[src/design/mdk_fifo.sv]
// Short queue between the digit front end and the hash pipeline.
`default_nettype none
module mdk_fifo #(
  parameter int unsigned Width = 8
) (
  input  wire logic             clk_i,
  input  wire logic             rst_ni,
  input  wire logic             valid_i,
  output logic                  ready_o,
  input  wire logic [Width-1:0] data_i,
  output logic                  valid_o,
  input  wire logic             ready_i,
  output logic [Width-1:0]      data_o
);

  logic [1:0][Width-1:0] mem_q;
  logic                  wptr_q, rptr_q;
  logic [1:0]            cnt_q;
  logic                  push, pop;

  assign ready_o = (cnt_q != 2'd2);
  assign valid_o = (cnt_q != 2'd0);
  assign data_o = mem_q[rptr_q];
  assign push = valid_i && ready_o;
  assign pop = valid_o && ready_i;

  always_ff @(posedge clk_i or negedge rst_ni) begin
    if (!rst_ni) begin
      wptr_q <= 1'b0;
      rptr_q <= 1'b0;
      cnt_q <= 2'd0;
    end else begin
      if (push) wptr_q <= !wptr_q;
      if (pop) rptr_q <= !rptr_q;
      cnt_q <= cnt_q + 2'(push) - 2'(pop);
    end
  end

  always_ff @(posedge clk_i) begin
    if (push) mem_q[wptr_q] <= data_i;
  end

endmodule
`default_nettype wire

[config.mk]
export PLATFORM = sky130hd
export DESIGN_NAME = mdk_fifo
export DESIGN_NICKNAME = d
export VERILOG_FILES = /design/src/design/mdk_fifo.sv
export SDC_FILE = /design/constraint.sdc
export NUM_CORES = 1
export LEC_CHECK = 0
export BUFFER_PORTS_ARGS = -buffer_cell sky130_fd_sc_hd__buf_2
export CORE_ASPECT_RATIO = 0.9
export CORE_MARGIN = 4
export CORE_UTILIZATION = 48
export DETAILED_ROUTE_END_ITERATION = 8
export GPL_ROUTABILITY_DRIVEN = 0
export PLACE_DENSITY = 0.77
export REMOVE_ABC_BUFFERS = 1
export SYNTH_ARGS = -nofsm -noshare
export SYNTH_HDL_FRONTEND = slang
export SYNTH_SLANG_ARGS = --single-unit
[constraint.sdc]
create_clock -name clk_i -period 2 [get_ports clk_i]
set_clock_uncertainty 0.1 [all_clocks]
set_input_delay 0.4 -clock clk_i [delete_from_list [all_inputs] [get_ports clk_i]]
set_output_delay 0.4 -clock clk_i [all_outputs]
set_load 0.05 [all_outputs]
==> Word-level counts from Yosys, hierarchy flattened <==
Cells that the tools add are included.
{ "word_totals": {"register_bits": 20, "in_bits": 12, "wordCells": 22} }
{ "op_classes": {"n_addsub": 2, "n_lt_le_gt_ge": 3, "eq_ne": 1, "mux": 5, "reduce_logical": 6} }
{ "ops": {"columns": ["cell", "count"], "rows": [
  ["$mux W8", 3],
  ["$bwmux W16", 1],
  ["$demux W8 S1", 1],
  ["$lt A1 B2 Y1 const B", 2],
  ["$logic_and A1 B1 Y1", 3],
  ["$add A2 B1 Y2", 1],
  ["$logic_not A1 Y1", 2],
  ["$ne A2 B2 Y1 const B", 1],
  ["$reduce_bool A2 Y1", 1],
  ["$sub A2 B1 Y2", 1],
  ["$ge A1 B1 Y1 const B", 1]
]} }

==> Logic depth before layout (Yosys ltp) <==
Gate-level depths: netlist (run 1).
{ "depth": {"ltp_word": 5, "depth_mapped": 7, "depth_no_buf": 7} }

==> Worst setup path before layout (run 1) <==
OpenSTA, ideal clock, no wires.
{ "synth_timing": {"path_type": "reg-to-reg", "start": "register cnt_q[0]", "end": "register cnt_q[1]", "setup_time_ns": 0.123, "t_arrival_ns": 1.749, "t_required_ns": 1.777, "path_slack_ns": 0.028, "path_stages_with_launch": 8, "path_buffers": 0, "period_less_slack_ns": 1.972, "cell_sequence": "dfrtp_1 -> or2_1 -> and2_4 -> ha_1 -> inv_1 -> ha_1 -> xnor2_1 -> xnor2_1"} }
{ "synth_lines": {"columns": ["item", "line", "source"], "rows": [
  ["start, declared", "18", "logic [1:0] cnt_q;"],
  ["start signal, assigned", "35", "cnt_q <= cnt_q + 2'(push) - 2'(pop);"],
  ["$reduce_bool A2 Y1", "22", "assign valid_o = (cnt_q != 2'd0);"],
  ["via valid_o", "11", "output logic valid_o,"],
  ["$logic_and A1 B1 Y1", "25", "assign pop = valid_o && ready_i;"],
  ["via pop", "19", "logic push, pop;"],
  ["$sub A2 B1 Y2", "35", null]
]} }
The timed path passes the listed nets, and every way through them passes these cells.
A chain may end at the register's enable or synchronous reset.

==> Worst setup path in the final report (run 1) <==
{ "layout_timing": {"start": "register rptr_q", "end": "output port data_o[3]"} }
{ "layout_between": {"elab_chain_cells": 2} }
{ "layout_lines": {"columns": ["item", "line", "source"], "rows": [
  ["start, declared", "17", "logic wptr_q, rptr_q;"],
  ["start signal, assigned", "34", "if (pop) rptr_q <= !rptr_q;"],
  ["$mux W8 (implied by the code) (2 in a row)", "23", "assign data_o = mem_q[rptr_q];"],
  ["end, declared", "13", "output logic [Width-1:0] data_o"]
]} }
No other way between the ends. The select of a mux whose other input is x is not followed.

==> results of run 1 <==
-- flip-flops by register name, indices dropped and copies added (netlist names) --
register and cells:
wptr_q 1, mem_q 16, cnt_q 2, rptr_q 1
-- worst paths after layout --
kind                                       endpoint  slack (ns)  depth (start not counted)
max in group asynchronous        rptr_q$_DFFE_PN0P_        1.34                          2
worst min register to register   cnt_q[1]$_DFF_PN0_        0.40                          1
worst max-delay path                      data_o[3]        0.14                          2
worst min-delay path            mem_q[10]$_DFFE_PP_        0.19                          1
worst max register to register   cnt_q[1]$_DFF_PN0_        0.21                          7
min in group asynchronous        wptr_q$_DFFE_PN0N_        0.33                          2
-- worst max-delay path, cell delays in order, from the launching register on --
cell	delay (ns)
dfrtp_2	0.50
mux2_2	0.36
buf_2	0.21
-- synth_stat cells --
master    instances  share of area [%]
and2_4            1                1.1
and3_1            1               0.81
buf_2             1               0.65
dfrtp_1           4                 13
edfxtp_1         16                 62
ha_1              2                3.2
inv_1             1               0.48
mux2_2            8                 12
nand2_1           1               0.48
nand2b_1          1               0.81
nor2_1            1               0.48
or2_1             1               0.81
xnor2_1           3                3.4
xor2_1            1                1.1
-- area by class of cell --
cell class                 instances  share of cell area (%)
tap                               22                    2.91
inverter                           1                   0.396
multi-input combinational         20                    19.6
timing repair buffer              23                    12.9
clock buffer                       4                    2.77
sequential                        20                    61.4
-- through the flow --
step | utilization (%) | instances | worst slack (ns) | instance area, sq um | total power (uW)
global placement | 61.5 | 85 | 0.252 | 910 | 1390
finish | 64.0 | 90 | 0.141 | 947 | 1580
CTS | 63.9 | 90 | 0.00551 | 946 | 1600
floorplan | - | 41 | 0.0282 | 769 | 1240
detailed placement | 61.5 | 85 | 0.221 | 910 | 1410
global route | 64.0 | 90 | 0.0801 | 947 | 1660
-- routing by layer --
layer / vias up / track usage (%) / share of wire, %
met5: - / 0 / 0
met4: 0 / 4.84 / 0.90
met3: 2 / 3.56 / 6.8
met2: 14 / 19.3 / 50
met1: 202 / 13.0 / 42
li1: 205 / - / -
-- power groups by stage --
stage          Combinational, uW  Sequential [uW]  Clock, uW
3_5_place_dp                 738              667          0
2_1_floorplan                591              645          0
4_1_cts                      742              659        195
5_1_grt                      782              672        210
3_3_place_gp                 729              660          0
6_report                     731              659        188
-- logic make-up (layout without fill, tap and decap cells) --
family                   Yosys count  in the layout
adder cells (fa/ha/maj)            2              2
buffers and inverters              2             28
AND/OR/NAND/NOR                    6              6
multiplexers                       8              8
XOR/XNOR                           4              4
flip-flops                        20             20
-- timing repair --
item / CTS / global route
setup endpoints to repair: 0 / 8
endpoints found under the hold margin: 4 / 0
hold buffers: 1 / 0
gates resized for setup: 0 / 1
==> impl_results.md, run 1 <==
- Storage cell area: 582 sq um
- Largest net degree at the start of global routing: 12
- Setup TNS: 0 ns
- Core area: 1480 sq um
- Synthesized area per cell: 18.4 sq um
- Die area: 2320 sq um
- Setup crit start kind: flip-flop
- Die X: 50.3 um
- Share of cells above drive strength 1: 51.5%
- DRC: 0
- Int Pwr: 900 uW
- Hold slack: 0.189 ns
- Max Cap Viol: 0
- FP Rows: 13
- Fin crit period: 1.86 ns
- Max_slew headroom: 74.8%
- Commonest non-fill, non-tap cells in the layout: 21 x buf_2, 16 x edfxtp_1, 8 x mux2_2
- Reg power frac: 41.8%
- Crit. Startpoint: rptr_q$_DFFE_PN0P_
- Cells after Synth: 42
- IO buf count: 21
- Status: complete, no violations
- Worst-Margin Slew: 0.377 ns
- Sw Pwr: 677 uW
- Peak supply drop: 1.04 mV
- Fillers: 106
- Ant diodes: 0
- 1st-iter DRT viols: 4
- Multiplexer area fraction after synthesis: 11.6%
- H-tree Lvls: 1
- Post-synthesis sequential area ratio: 75.0%
- Area of the multi-input gates: 185 sq um
- Worst setup EP type: output port
- CTS max path bufs: 2
- Pwr/cell area: 1670 nW/um^2
- Compound-Gate Fraction of Synth Area: 0%
- Post-Synth Adder-Cell Area: 3.23%
- Synth-to-Final Area Change: 22.3%
- Tot GR Track Use: 11.1%
- Pins Over Slew Limit: 0
- Hold path start: data_i[2]
- Synth Cell Area: 774 sq um
- Simple-Gate Fraction of Synth Area: 4.52%
- Final Hold Viols: 0
- Wire length of the first global-routing pass: 1820 um
- Critical path arrival: 1.36 ns
- Chip height: 46.1 um
- Initial core utilization: 52.3%
- Clock root cell: clkbuf_4
- Clock slew at reported path FFs: 0.11 ns
- Final ANT Viol Nets: 0
- Max Fclk: 538 MHz
- Most common library cell in the layout ignoring fill and taps: buf_2
- Critical path peak fanout: 9
- CTS tree: done
- RSZ-0062 raised after global routing: no
- Vias per inst: 4.70
- Setup bufs post-CTS: 0
- Clock power share: 11.9%
- Worst hold path class: input pin to flip-flop
- Initial antenna violation count: 0
- Vias: 423
- DR WL/cell: 12.4 um
- CTS Sinks: 20
- First-pass iteration count of the detailed router: 3
- Final worst path period share: 93.0%
- YS warnings: 0
- Synthesized-area fraction occupied by xor and xnor cells: 4.52%
- Leak pwr: 0.000382 uW
- Largest family of logic cells by synthesized area: multiplexers
- Gate power share: 46.3%
- Clk_lat worst skew: 0.28 ns
- Worst Path Required: 1.50 ns
- GRT overflow: 0
- Cts bufs inserted: 3
- Post-DP HPWL: 842 um
- Final setup vio count: 0
- Worst r2r src: cnt_q[0]$_DFF_PN0_
- I/O pin total: 22
- Switching Fraction: 42.9%
- Flops & latches, synth: 20
- Synth unique cells: 14
- Critical path type: flip-flop to output port
- Total Nets Final: 83
- Overall routed net length: 1120 um
- Number of global-route vias before repair: 430
Power figures use the tool's default switching activity.
==> run 2, diff against run 1 <==
Settings changed: CORE_MARGIN 4 to unset, TNS_END_PERCENT set to 20.
==> impl_results.md, run 2 (synthesis results as in run 1) <==
- Fillers: 128 (+21%)
- DR WL/cell: 11.5 um (-7.1%)
- Max Cap Viol: 0 (unchanged)
- DRC: 0 (unchanged)
- CTS Sinks: 20 (unchanged)
- Clk_lat worst skew: 0.28 ns (about the same)
- Post-DP HPWL: 802 um (-4.7%)
- Final worst path period share: 92.6% (-0.33 points)
- Power Total: 1570 uW (-0.50%)
- Critical path arrival: 1.35 ns (about the same)
- I/O pin total: 22 (unchanged)
- GRT overflow: 0 (unchanged)
- Max Fclk: 540 MHz (+0.36%)
- Share of cells above drive strength 1: 51.5% (unchanged)
- Wire length of the first global-routing pass: 1500 um (-17%)
- Final setup vio count: 0 (unchanged)
- Worst setup EP type: output port
- Critical path peak fanout: 9 (unchanged)
- Die X: 44.3 um (-12%)
- Tot GR Track Use: 13.2% (+2.0 points)
- Die area: 1780 sq um (-23%)
- IO buf count: 21 (unchanged)
- CTS tree: done
- Fin crit period: 1.85 ns (-0.00667 ns)
- Worst hold path class: input pin to flip-flop
- Pwr/cell area: 1660 nW/um^2 (-0.50%)
- Cts bufs inserted: 3 (unchanged)
- Most common library cell in the layout ignoring fill and taps: buf_2
- Setup crit start kind: flip-flop
- Synth-to-Final Area Change: 22.3% (unchanged)
- Worst Path Required: 1.50 ns (about the same)
- Leak pwr: 0.000382 uW (unchanged)
- Clock root cell: clkbuf_4
- Initial core utilization: 52.3% (unchanged)
- Overall routed net length: 1040 um (-7.1%)
- Clock slew at reported path FFs: 0.10 ns (about the same)
- Pins Over Slew Limit: 0 (unchanged)
- Initial antenna violation count: 0 (unchanged)
- Final ANT Viol Nets: 0 (unchanged)
- FP Rows: 13 (unchanged)
- H-tree Lvls: 1 (unchanged)
- Largest net degree at the start of global routing: 12 (unchanged)
- CTS max path bufs: 2 (unchanged)
- Vias per inst: 4.69 (-0.24%)
- Max reg flops: 16 (unchanged)
- Final Non-Filler Cells: 90 (unchanged)
- Peak supply drop: 0.765 mV (-26%)
- Max_slew headroom: 74.3% (-0.56 points)
- Worst-Margin Slew: 0.386 ns (+0.00845 ns)
- RSZ-0062 raised after global routing: no
- Largest Register: mem_q
- Placed Cells: 85 (unchanged)
- First-pass iteration count of the detailed router: 2 (-1)
- Core area: 1480 sq um (unchanged)
- Chip height: 40.1 um (-13%)
- Final Hold Viols: 0 (unchanged)
- Setup bufs post-CTS: 0 (unchanged)
- PnR worst setup slack: 0.148 ns (+0.00667 ns)
- Setup TNS: 0 ns (unchanged)
- Critical path type: flip-flop to output port
- Commonest non-fill, non-tap cells in the layout: 21 x buf_2, 16 x edfxtp_1, 8 x mux2_2
- Number of global-route vias before repair: 366 (-15%)
- Area of the multi-input gates: 185 sq um (unchanged)
- Storage cell area: 582 sq um (unchanged)
- Ant diodes: 0 (unchanged)
- 1st-iter DRT viols: 2 (-2)
- Pre-CTS setup slack: 0.239 ns (+0.0180 ns)
- Total Nets Final: 83 (unchanged)
- Biggest regs: mem_q: 16 flops, cnt_q: 2 flops
- Vias: 422 (-0.24%)
- Final Core Density: 64.0% (unchanged)
- Status: complete, no violations
-- run 2: cell counts in the layout (fill, tap and decap cells not counted) --
Identical to the previous run, type by type.
-- run 2: worst max-delay path, cell delays in order, from the launching register on --
cell and delay (ns):
dfrtp_2 0.50, mux2_2 0.36, buf_2 0.21
-- run 2: what timing repair did --
action / CTS / global route
setup endpoints to repair: 0 / 8
hold endpoints to repair: 4 / 0
hold buffers: 1 / 0
resized for setup: 0 / 1
-- run 2: cell type report --
class	count	area share [%]
Multi-Input combinational cell	20	19.6
Inverter	1	0.396
Tap cell	22	2.91
Clock buffer	4	2.77
Timing Repair Buffer	23	12.9
Sequential cell	20	61.4
-- run 2: layer usage --
layer	global-route usage, %	routed length, um	share of wire (%)	up-vias
li1	-	-	-	207
met1	13.8	438	42	205
met2	23.2	559	54	10
met3	5.41	40	3.9	0
met4	6.82	0	0	0
met5	0	0	0	-
-- run 2: final timing paths --
kind                                          from             endpoint  slack (ns)  cells past startpoint
worst max-delay path            rptr_q$_DFFE_PN0P_            data_o[1]        0.15                      2
worst min-delay path                     data_i[7]  mem_q[15]$_DFFE_PP_        0.19                      1
worst max register to register  cnt_q[0]$_DFF_PN0_   cnt_q[1]$_DFF_PN0_        0.24                      7
worst min register to register  cnt_q[1]$_DFF_PN0_   cnt_q[1]$_DFF_PN0_        0.40                      1
max in group asynchronous                   rst_ni   rptr_q$_DFFE_PN0P_        1.33                      2
min in group asynchronous                   rst_ni   cnt_q[0]$_DFF_PN0_        0.34                      2
-- run 2: per-stage QoR --
step	instance area, sq um	hold slack (ns)
after global placement	910	0.111
after detailed placement	910	0.109
final	947	0.191
after CTS	946	0.181
after floorplan	769	0.00441
after global routing	947	0.156
-- run 2: report_power, final --
part | internal, uW | switching [uW] | leakage [uW]
sequential | 585 | 76.1 | 0.000194
combinational | 238 | 488 | 0.000173
clock | 77.4 | 105 | 0.0000150
==> run 3, diff against run 2 <==
Settings changed: ABC_AREA set to 1, CORE_UTILIZATION 48 to 52, CTS_BUF_LIST set to sky130_fd_sc_hd__clkbuf_8, PLACE_DENSITY 0.77 to 0.81.
==> impl_results.md, run 3 <==
- Status: complete, but fails checks
- Violated checks: design-rule violations
- IO buf count: 21 (unchanged)
- Post-cts sizing count: 0 (unchanged)
- Area leader, netlist: edfxtp_1
- Die area: 1740 sq um (-2.3%)
- Number of global-route vias before repair: 470 (+28%)
- Setup bufs post-CTS: 0 (unchanged)
- Fillers: 116 (-9.4%)
- Ant diodes: 0 (unchanged)
- Vias: 545 (+29%)
- Max reg flops: 16 (unchanged)
- 1st-iter DRT viols: 12 (+10)
- Main synth FF type: edfxtp_1
- Clock slew at reported path FFs: 0.07 ns (-0.03 ns)
- GRT overflow: 0 (unchanged)
- Synth-to-Final Area Change: 21.4%
- Max Fclk: 558 MHz (+3.4%)
- Ys async rst share: 20.0% (unchanged)
- Largest Register: mem_q
- CTS max path bufs: 2 (unchanged)
- Crit-path slowest cell: dfrtp_1
- I/O pin total: 22 (unchanged)
- Overall routed net length: 1350 um (+30%)
- Synth top area share: 58.7% (-3.3 points)
- Clock root cell: clkbuf_8
- Vias per inst: 4.78 (+2.0%)
- Core area: 1460 sq um (-1.1%)
- Synthesized area per cell: 11.2 sq um (-39%)
- CTS Sinks: 20 (unchanged)
- Worst path max stage delay: 0.50 ns (about the same)
- Worst setup EP type: output port
- FP Rows: 13 (unchanged)
- Setup crit start kind: flip-flop
- Final worst path period share: 89.6% (-3.1 points)
- Post-DP HPWL: 1010 um (+25%)
- Max Cap Viol: 0 (unchanged)
- Total Nets Final: 114 (+37%)
- Final setup vio count: 0 (unchanged)
- Die X: 43.8 um (-1.2%)
- DRC: 1 (+1)
- Clk_lat worst skew: 0.25 ns (-0.03 ns)
- Initial core utilization: 55.9% (+3.6 points)
- YS warnings: 0 (unchanged)
- Biggest regs: mem_q: 16 flops, cnt_q: 2 flops
- Peak supply drop: 1.04 mV (+35%)
- CTS Hold Bufs: 1 (unchanged)
- Most common library cell in the layout ignoring fill and taps: nand2_1
- DR WL/cell: 11.8 um (+2.5%)
- Largest net degree at the start of global routing: 12 (unchanged)
- Critical path type: flip-flop to output port
- Commonest non-fill, non-tap cells in the layout: 34 x nand2_1, 21 x buf_2, 16 x edfxtp_1, 8 x inv_1, 4 x dfrtp_1
- Synth Cell Area: 818 sq um (+5.7%)
- Chip height: 39.6 um (-1.2%)
- Fin crit period: 1.79 ns (-0.0613 ns)
- Most common cell on crit path: nand2_1
- RSZ-0062 raised after global routing: no
- Worst-Margin Slew: 0.397 ns (+0.0113 ns)
- Post-synthesis sequential area ratio: 70.9% (-4.0 points)
- Pwr/cell area: 1740 nW/um^2 (+5.1%)
- Worst Path Required: 1.50 ns (about the same)
- Flops & latches, synth: 20 (unchanged)
- Cell Chain, Critical Path: inv_4 -> nand2_1 -> nand2_1 -> buf_2
- Tot GR Track Use: 17.1% (+4.0 points)
- Initial antenna violation count: 0 (unchanged)
- Final ANT Viol Nets: 0 (unchanged)
- Setup TNS: 0 ns (unchanged)
- CTS tree: done
- Worst hold path class: input pin to flip-flop
- Synth unique cells: 10 (-4)
- Hold slack: 0.230 ns (+0.0391 ns)
- Cts bufs inserted: 3 (unchanged)
- Share of cells above drive strength 1: 29.3% (-22 points)
- H-tree Lvls: 1 (unchanged)
- Critical path arrival: 1.29 ns (-0.06 ns)
- First-pass iteration count of the detailed router: 6 (+4)
- Critical path peak fanout: 10 (+1)
- EDFF count, synth: 16 (unchanged)
- Wire length of the first global-routing pass: 1940 um (+29%)
- Leak pwr: 0.000489 uW (+28%)
- Most frequent cell after synthesis: nand2_1
- Pins Over Slew Limit: 0 (unchanged)
- Top cells by count, synth: 34 x nand2_1, 16 x edfxtp_1, 8 x inv_1, 4 x dfrtp_1
- Final Hold Viols: 0 (unchanged)
- Cells after Synth: 73 (+74%)
- Max_slew headroom: 73.4% (-0.85 points)
- Main area contributors after synthesis: edfxtp_1 59%, nand2_1 16%, dfrtp_1 12%, inv_1 3.7%, ha_1 3.1%
[run 3: changes by cell type after synthesis, moves of 3 or more]
| cell | previous run | this run |
|---|---|---|
| mux2_2 | 8 | 0 |
| nand3_1 | 0 | 3 |
| nand2_2 | 0 | 3 |
| inv_1 | 1 | 8 |
| xnor2_1 | 3 | 0 |
| nand2_1 | 1 | 34 |
[run 3: cell type report]
cell class,count,area (sq um),share of cell area [%]
clock buffer,3,41.3,4.16
clock inverter,1,3.75,0.378
inverter,9,36.3,3.65
multi-input combinational,43,190,19.1
sequential,20,581,58.4
tap,15,18.8,1.89
timing repair buffer,23,123,12.3
[run 3: worst max-delay path, delay by kind of cell, from the launching register on]
family / cells / cell delay [ns]
buffers and inverters: 2 / 0.42
flip-flops: 1 / 0.50
AND/OR/NAND/NOR: 2 / 0.12
[run 3: final timing paths]
check,slack (ns),cells after the start,to,startpoint
setup reg to reg,0.48,5,mem_q[15]$_DFFE_PP_,cnt_q[0]$_DFF_PN0_
min in group asynchronous,0.38,2,wptr_q$_DFFE_PN0N_,rst_ni
hold / removal,0.23,1,mem_q[14]$_DFFE_PP_,data_i[6]
max in group asynchronous,1.29,2,rptr_q$_DFFE_PN0P_,rst_ni
hold reg to reg,0.40,2,wptr_q$_DFFE_PN0N_,wptr_q$_DFFE_PN0N_
setup / recovery,0.21,4,data_o[1],rptr_q$_DFFE_PN0P_
[run 3: cell families after synthesis]
kind of cell	after synthesis	synth area share [%]
fa+ha+maj	2	3.06
buf+inv	10	5.81
flops	20	70.9
simple gates	41	20.2
[run 3: metal layers]
layer  vias to the layer above  wire length (um)  global-route usage (%)
li1                        286                 -                       -
met1                       245               535                    17.6
met2                        12               738                    31.0
met3                         2                59                    7.37
met4                         0                12                    7.03
met5                         -                 0                       0
[run 3: report_power, final]
group	internal, uW	leakage [uW]	switching (uW)
Clock	136	0.0000231	126
Sequential	579	0.000197	64.6
Combinational	190	0.000269	634
Total	906	0.000489	824
[run 3: per-stage QoR]
step	instances	total power, uW	area [sq um]	utilization, %	setup slack [ns]
finish	114	1730	993	67.9	0.209
global route	114	1840	993	67.9	0.109
CTS	114	1740	993	67.9	0.190
detailed placement	109	1480	938	64.1	0.468
global placement	109	1460	938	64.1	0.478
floorplan	72	1280	807	-	0.257
